`config.mk`:
```
export PLATFORM = sky130hd
export DESIGN_NAME = ans_target_mul
export DESIGN_NICKNAME = d
export VERILOG_FILES = /design/src/rtl/ans_pkg.sv /design/src/rtl/ans_target_mul.sv
export SDC_FILE = /design/constraint.sdc
export NUM_CORES = 1
export LEC_CHECK = 0
export BUFFER_PORTS_ARGS = -buffer_cell sky130_fd_sc_hd__buf_4
export CORE_ASPECT_RATIO = 2
export CORE_MARGIN = 2
export CORE_UTILIZATION = 27
export CTS_CLUSTER_DIAMETER = 120
export DETAILED_ROUTE_END_ITERATION = 10
export GPL_TIMING_DRIVEN = 0
export SLEW_MARGIN = 20
export SYNTH_ARGS = -nofsm -noshare
export SYNTH_HDL_FRONTEND = slang
export SYNTH_SLANG_ARGS = --single-unit
export TNS_END_PERCENT = 100
```
`constraint.sdc`:
```
create_clock -name clk -period 9.6 [get_ports clk]
set_input_delay 1.44 -clock clk [delete_from_list [all_inputs] [get_ports clk]]
set_output_delay 1.44 -clock clk [all_outputs]
set_load 0.02 [all_outputs]
```
`src/rtl/ans_pkg.sv`:
```
// ----------------------------------------------------------------------------
// ans_pkg
// Shared widths, codes and reset values for the ant next-node selector.
// ----------------------------------------------------------------------------
package ans_pkg;

  // Default sizes handed to the top-level parameters.
  localparam int MAX_NODES_DEF   = 256;
  localparam int WEIGHT_BITS_DEF = 32;

  // Fixed field widths of the channels.
  localparam int OP_W           = 2;
  localparam int NODE_FIELD_W   = 8;
  localparam int WEIGHT_FIELD_W = 32;
  localparam int RAND_W         = 16;
  localparam int STATUS_W       = 2;
  localparam int COUNT_W        = 9;
  localparam int THR_W          = 17;
  localparam int CFG_IDX_W      = 2;
  localparam int CFG_DATA_W     = 17;

  // Operation codes of an input transaction.
  localparam logic [OP_W-1:0] OP_LOAD  = 2'd0;
  localparam logic [OP_W-1:0] OP_START = 2'd1;
  localparam logic [OP_W-1:0] OP_MOVE  = 2'd2;

  // Status codes of a result transaction.
  localparam logic [STATUS_W-1:0] ST_MOVED   = 2'd0;
  localparam logic [STATUS_W-1:0] ST_LOADED  = 2'd1;
  localparam logic [STATUS_W-1:0] ST_STARTED = 2'd2;
  localparam logic [STATUS_W-1:0] ST_NONE    = 2'd3;

  // Configuration register indexes.
  localparam logic [CFG_IDX_W-1:0] REG_NODE_COUNT  = 2'd0;
  localparam logic [CFG_IDX_W-1:0] REG_EXPLOIT_THR = 2'd1;

  // Register reset values and limits.
  localparam logic [COUNT_W-1:0] NODE_COUNT_RST  = 9'd256;
  localparam logic [THR_W-1:0]   EXPLOIT_THR_RST = 17'd58982;
  localparam logic [COUNT_W-1:0] COUNT_MAX       = '1;

endpackage

```
`src/rtl/ans_target_mul.sv`:
```
// ----------------------------------------------------------------------------
// ans_target_mul
// Sequential multiplier for the roulette target: floor(total * frac / 65536),
// one 16-bit slice of the total per cycle, highest slice first.
// ----------------------------------------------------------------------------
module ans_target_mul import ans_pkg::*; #(
  parameter int SUM_W = WEIGHT_BITS_DEF + 8
) (
  input  logic              clk,
  input  logic              rst_n,
  input  logic              start,
  input  logic [SUM_W-1:0]  total,
  input  logic [RAND_W-1:0] frac,
  output logic              done,
  output logic [SUM_W-1:0]  target
);

  localparam int NCHUNK = (SUM_W + RAND_W - 1) / RAND_W;
  localparam int TOT_W  = NCHUNK * RAND_W;
  localparam int ACC_W  = TOT_W + RAND_W;
  localparam int KW     = (NCHUNK > 1) ? $clog2(NCHUNK) : 1;

  logic              busy_r, busy_nxt;
  logic              done_r, done_nxt;
  logic [KW-1:0]     k_r, k_nxt;
  logic [TOT_W-1:0]  tot_r, tot_nxt;
  logic [RAND_W-1:0] frac_r, frac_nxt;
  logic [ACC_W-1:0]  acc_r, acc_nxt;
  logic [RAND_W-1:0] chunk;
  logic [2*RAND_W-1:0] prod;

  // Current slice times the fraction.
  assign chunk = tot_r[{k_r, 4'b0000} +: RAND_W];
  assign prod  = chunk * frac_r;

  // Shift-and-add over the slices.
  always_comb begin
    busy_nxt = busy_r;
    done_nxt = 1'b0;
    k_nxt    = k_r;
    tot_nxt  = tot_r;
    frac_nxt = frac_r;
    acc_nxt  = acc_r;
    if (start) begin
      busy_nxt = 1'b1;
      k_nxt    = KW'(NCHUNK - 1);
      tot_nxt  = TOT_W'(total);
      frac_nxt = frac;
      acc_nxt  = '0;
    end else if (busy_r) begin
      acc_nxt = {acc_r[ACC_W-RAND_W-1:0], {RAND_W{1'b0}}} + ACC_W'(prod);
      if (k_r == '0) begin
        busy_nxt = 1'b0;
        done_nxt = 1'b1;
      end else begin
        k_nxt = k_r - 1'b1;
      end
    end
  end

  always_ff @(posedge clk) begin
    if (!rst_n) begin
      busy_r <= 1'b0;
      done_r <= 1'b0;
    end else begin
      busy_r <= busy_nxt;
      done_r <= done_nxt;
    end
    k_r    <= k_nxt;
    tot_r  <= tot_nxt;
    frac_r <= frac_nxt;
    acc_r  <= acc_nxt;
  end

  assign done   = done_r;
  assign target = acc_r[RAND_W +: SUM_W];

endmodule

```
== Yosys cells after proc, flatten, opt, wreduce, memory -nomap -nowiden ==
Index checks and enable logic that the tools add are counted.

* Add/subtract/negate cells: 2
* Multipliers: 1
* Shift-type cells: 1
* Muxes and demuxes: 4
* Bitwise gates (word level): 3
* Reductions and logical operators: 3

{| class="wikitable"
|+ Operators with widths
! cell !! number
|-
| $add A56 B32 Y56 || 1
|-
| $shiftx A48 B7 Y16 || 1
|-
| $mul A16 B16 Y32 || 1
|-
| $mux W1 || 4
|-
| $not A1 Y1 || 3
|-
| $reduce_or A3 Y1 || 1
|-
| $logic_not A2 Y1 || 1
|-
| $reduce_and A2 Y1 || 1
|-
| $sub A2 B1 Y2 const B || 1
|}

* Register bits after elaboration: 116
* Bits of input ports: 59
* Output and inout bits: 41
* Word-level logic and storage cells: 20

== Depth between registers and ports, before layout ==
* Depth in word-level cells: 4
* Gate-level depth with buffers: 30
* Gate-level depth less buffers: 26

== Worst setup path after synthesis ==
OpenSTA, ideal clock, no wires.

* Path type: reg-to-reg
* Start: register k_r[0]
* End: register acc_r[43]
* Setup time: 91 ps
* Arrival: 6840 ps
* Data required time: 9509 ps
* Slack: 2669 ps
* Stages on the path, launching flop included: 27
* Buffers on the path: 5
* Clock period less this slack: 6931 ps
* Cell sequence: dfxtp_1 -> buf_2 -> buf_1 -> mux2i_1 -> nor2_1 -> clkbuf_1 -> nand2_1 -> fa_1 -> inv_1 -> fa_1 -> fa_1 -> fa_1 -> fa_1 -> inv_1 -> fa_1 -> inv_1 -> ha_1 -> clkbuf_2 -> nand3_2 -> nor3_4 -> nand3b_1 -> o22ai_2 -> o211ai_4 -> and2_4 -> buf_6 -> or4_1 -> a311oi_1

* Cells in the longest elaborated chain, start to end: 3

{| class="wikitable"
|+ RTL lines
! element !! RTL line !! text
|-
| start: declaration || ans_target_mul.sv:25 || <nowiki>logic [KW-1:0] k_r, k_nxt;</nowiki>
|-
| start signal: assignment || ans_target_mul.sv:69 || <nowiki>k_r <= k_nxt;</nowiki>
|-
| $shiftx A48 B7 Y16 || ans_target_mul.sv:33 || <nowiki>assign chunk = tot_r[{k_r, 4'b0000} +: RAND_W];</nowiki>
|-
| $mul A16 B16 Y32 || ans_target_mul.sv:34 || <nowiki>assign prod = chunk * frac_r;</nowiki>
|-
| $add A56 B32 Y56 || ans_target_mul.sv:51 || <nowiki>acc_nxt = {acc_r[ACC_W-RAND_W-1:0], {RAND_W{1'b0}}} + ACC_W'(prod);</nowiki>
|-
| end signal: assignment || ans_target_mul.sv:72 || <nowiki>acc_r <= acc_nxt;</nowiki>
|-
| end: declaration || ans_target_mul.sv:28 || <nowiki>logic [ACC_W-1:0] acc_r, acc_nxt;</nowiki>
|}

Every way passes these cells.
A chain may end at the register's enable or synchronous reset.

== Worst setup path after layout ==
* Start: register k_r[0]
* End: register acc_r[52]

The elaborated chain is that of the path after synthesis.

==> flow_metrics.tcl <==
set metrics [dict create \
    dieArea_sq_um 55400 \
    gp_congestion 0.946 \
    dp.final_hpwl_um 38700 \
    violations "DRC" \
    numClockSinks 116 \
    htreeDepth 4 \
    hp-start "acc_r[47]" \
    rows 119 \
    period_share 0.982 \
    drtIter0Drc 470 \
    cts_tree "yes" \
    synth-main-ff-cell "dfxtp_1" \
    grt_overflow 0 \
    clock_path_buffers 2 \
    holdPathStages 2 \
    fin_nets 2068 \
    cp-start-kind "flop" \
    synth_nets 1946 \
    yosys_warnings 0 \
    worst-r2r-cell-count 24 \
    layout_common_cells "inv_1, fa_1, nand2_1" \
    hold_class "reg2reg" \
    yosys.area.top_type "fa_1" \
    wl_per_cell_um 19.1 \
    netlist_instances 1556 \
    grt_pass1_vias 12100 \
    hold_buffers 0 \
    r2r_start "k_r[0]" \
    final-hold-violation-count 0 \
    ios 100 \
    rr_endpoint "acc_r[52]" \
    antenna_left 0 \
    min_to "acc_r[47]" \
    core_area_sq_um 52700 \
    via_count 10900 \
    crit_type "reg2reg" \
    crit_arrival_ns 9.77 \
    synth_top_area_frac 0.292 \
    start_util 0.274 \
    mostFrequentLayoutCell "inv_1" \
    wl_met3_um 998 \
    finalMaxSlewViolations 0 \
    antenna_found_initial 0 \
    clkTransAtPathRegs_ns 0.07 \
    dr_wl_met2_um 25900 \
    min_period_ns 9.43 \
    nFillCells 5531 \
    syn_area_per_cell_sq_um 9.27 \
    syn2layout_area_growth_pct 15.6 \
    post_cts_buffers 0 \
    timing.setup.tns_ns 0 \
    regToRegSetupSlack_ns 0.17 \
    synth-async-reset-ratio 0 \
    synth_area_sq_um 14400 \
    clk_latency_ns 0.44 \
    tightest_slew_ns 1.00 \
    viasPerCell 4.62 \
    fin_worst_skew_ns 0.0202 \
    relSlewSlack 0.329 \
    critPathRequiredTime_ns 9.95 \
    fmax_mhz 106 \
    grt_usage 0.166 \
    ys_ff_latch 116 \
    grt_pass1_wl_um 68600 \
    setup_violations 0 \
    numCtsBuffers 17 \
    n_antenna_cell 0 \
    dieHeight_um 331 \
    synth_top_cells_by_area "fa_1, edfxtp_1, ha_1, dfxtp_1, inv_1" \
    drc 1 \
    cts_resized 0 \
    crit_path_max_fanout 10 \
    maxCapViolCount 0 \
    synth_edf_count 56 \
    cts_root_buf "clkbuf_16" \
    layout-drive-gt1-share 0.125 \
    maxUsedRoutingLayer "met4" \
    portBuffers 99 \
    synth_cell_types 65 \
    multi_input_area_sq_um 9890 \
    drt-pass1-iter-count 7 \
    seq_area_frac_synth 0.200 \
    grt_setup_unrepaired "false" \
    worstSetupEndpointType "flop" \
    m1WireLength_um 13700 \
    status "finished, violations left" \
    grt_max_degree 64 \
    die_x_um 167 \
    wl_um 44900 \
    seqCellArea_sq_um 2880 \
]
[flip-flops by register name, indices dropped and copies added, names as in the netlist]
register	cells
k_r	2
done	1
busy_r	1
acc_r	56
tot_r	40
frac_r	16
[worst max-delay path by stage]
stage	start	endpoint	slack, ns
2_1_floorplan	k_r[0]	acc_r[43]	2.67
3_3_place_gp	k_r[0]	acc_r[52]	0.32
3_5_place_dp	k_r[0]	acc_r[52]	0.32
4_1_cts	k_r[0]	acc_r[52]	0.27
5_1_grt	k_r[0]	acc_r[52]	0.06
6_report	k_r[0]	acc_r[52]	0.17
[metal layers]
metal  vias to the layer above  track usage
met5                         -            0
met4                         0        0.141
li1                       5080            -
met3                       131       0.0149
met1                      5400        0.143
met2                       273        0.338
[cells by family (layout without fill, tap and decap cells)]
kind of cell    Yosys count  after routing  synth area share
xor+xnor                 43             43            0.0261
fa+ha+maj               331            331             0.396
buf+inv                 402            537             0.116
mux                      43             43            0.0298
simple gates            463            463             0.157
flops                   116            116             0.200
compound gates          158            158            0.0740
[cells in the mapped netlist, drive strengths merged (10+ instances only)]
master  number
nand2      186
dfxtp       60
fa         210
nand3       15
inv        297
edfxtp      56
xor2        10
and3        13
buf         51
xnor2       33
o21ai       38
mux2i       43
a21oi       41
ha         121
clkbuf      54
nor2        75
and2       138
a211oi      22
[cell type report]
class                      instances  share of cell area
buffer                           105              0.0339
sequential                       116               0.173
multi-input combinational       1038               0.593
clock inverter                    15              0.0113
inverter                         297              0.0669
tap                              665              0.0499
clock buffer                      17              0.0255
timing repair buffer             103              0.0464
[critical path, stage by stage (launching register included)]
cell	delay, ns
dfxtp_1	0.30
buf_2	0.28
buf_1	0.63
mux2i_1	0.16
nor2_1	0.78
clkbuf_1	0.52
nand2_1	0.17
fa_1	0.56
inv_1	0.05
fa_1	0.50
fa_1	0.56
fa_1	0.44
fa_1	0.49
inv_1	0.05
fa_1	0.48
inv_1	0.05
ha_1	0.39
nand2_1	0.17
nor3_1	0.76
o211ai_1	0.46
nand4b_1	0.36
and3_1	0.32
o21ai_2	0.14
or4_1	0.42
a311oi_1	0.27
[through the flow]
stage,cells,area [sq um],util,worst slack (ns),hold WS (ns)
after detailed placement,2324,16000,0.304,0.320,0.479
after global routing,2356,16700,0.316,0.0571,0.506
final,2356,16700,0.316,0.173,0.492
after CTS,2356,16700,0.316,0.269,0.490
after global placement,2320,16000,0.303,0.316,0.472
after floorplan,1556,14400,-,2.67,0.451
Power is not shown: default switching activity piles up to over one toggle a cycle in this logic, so the estimate is an artifact.
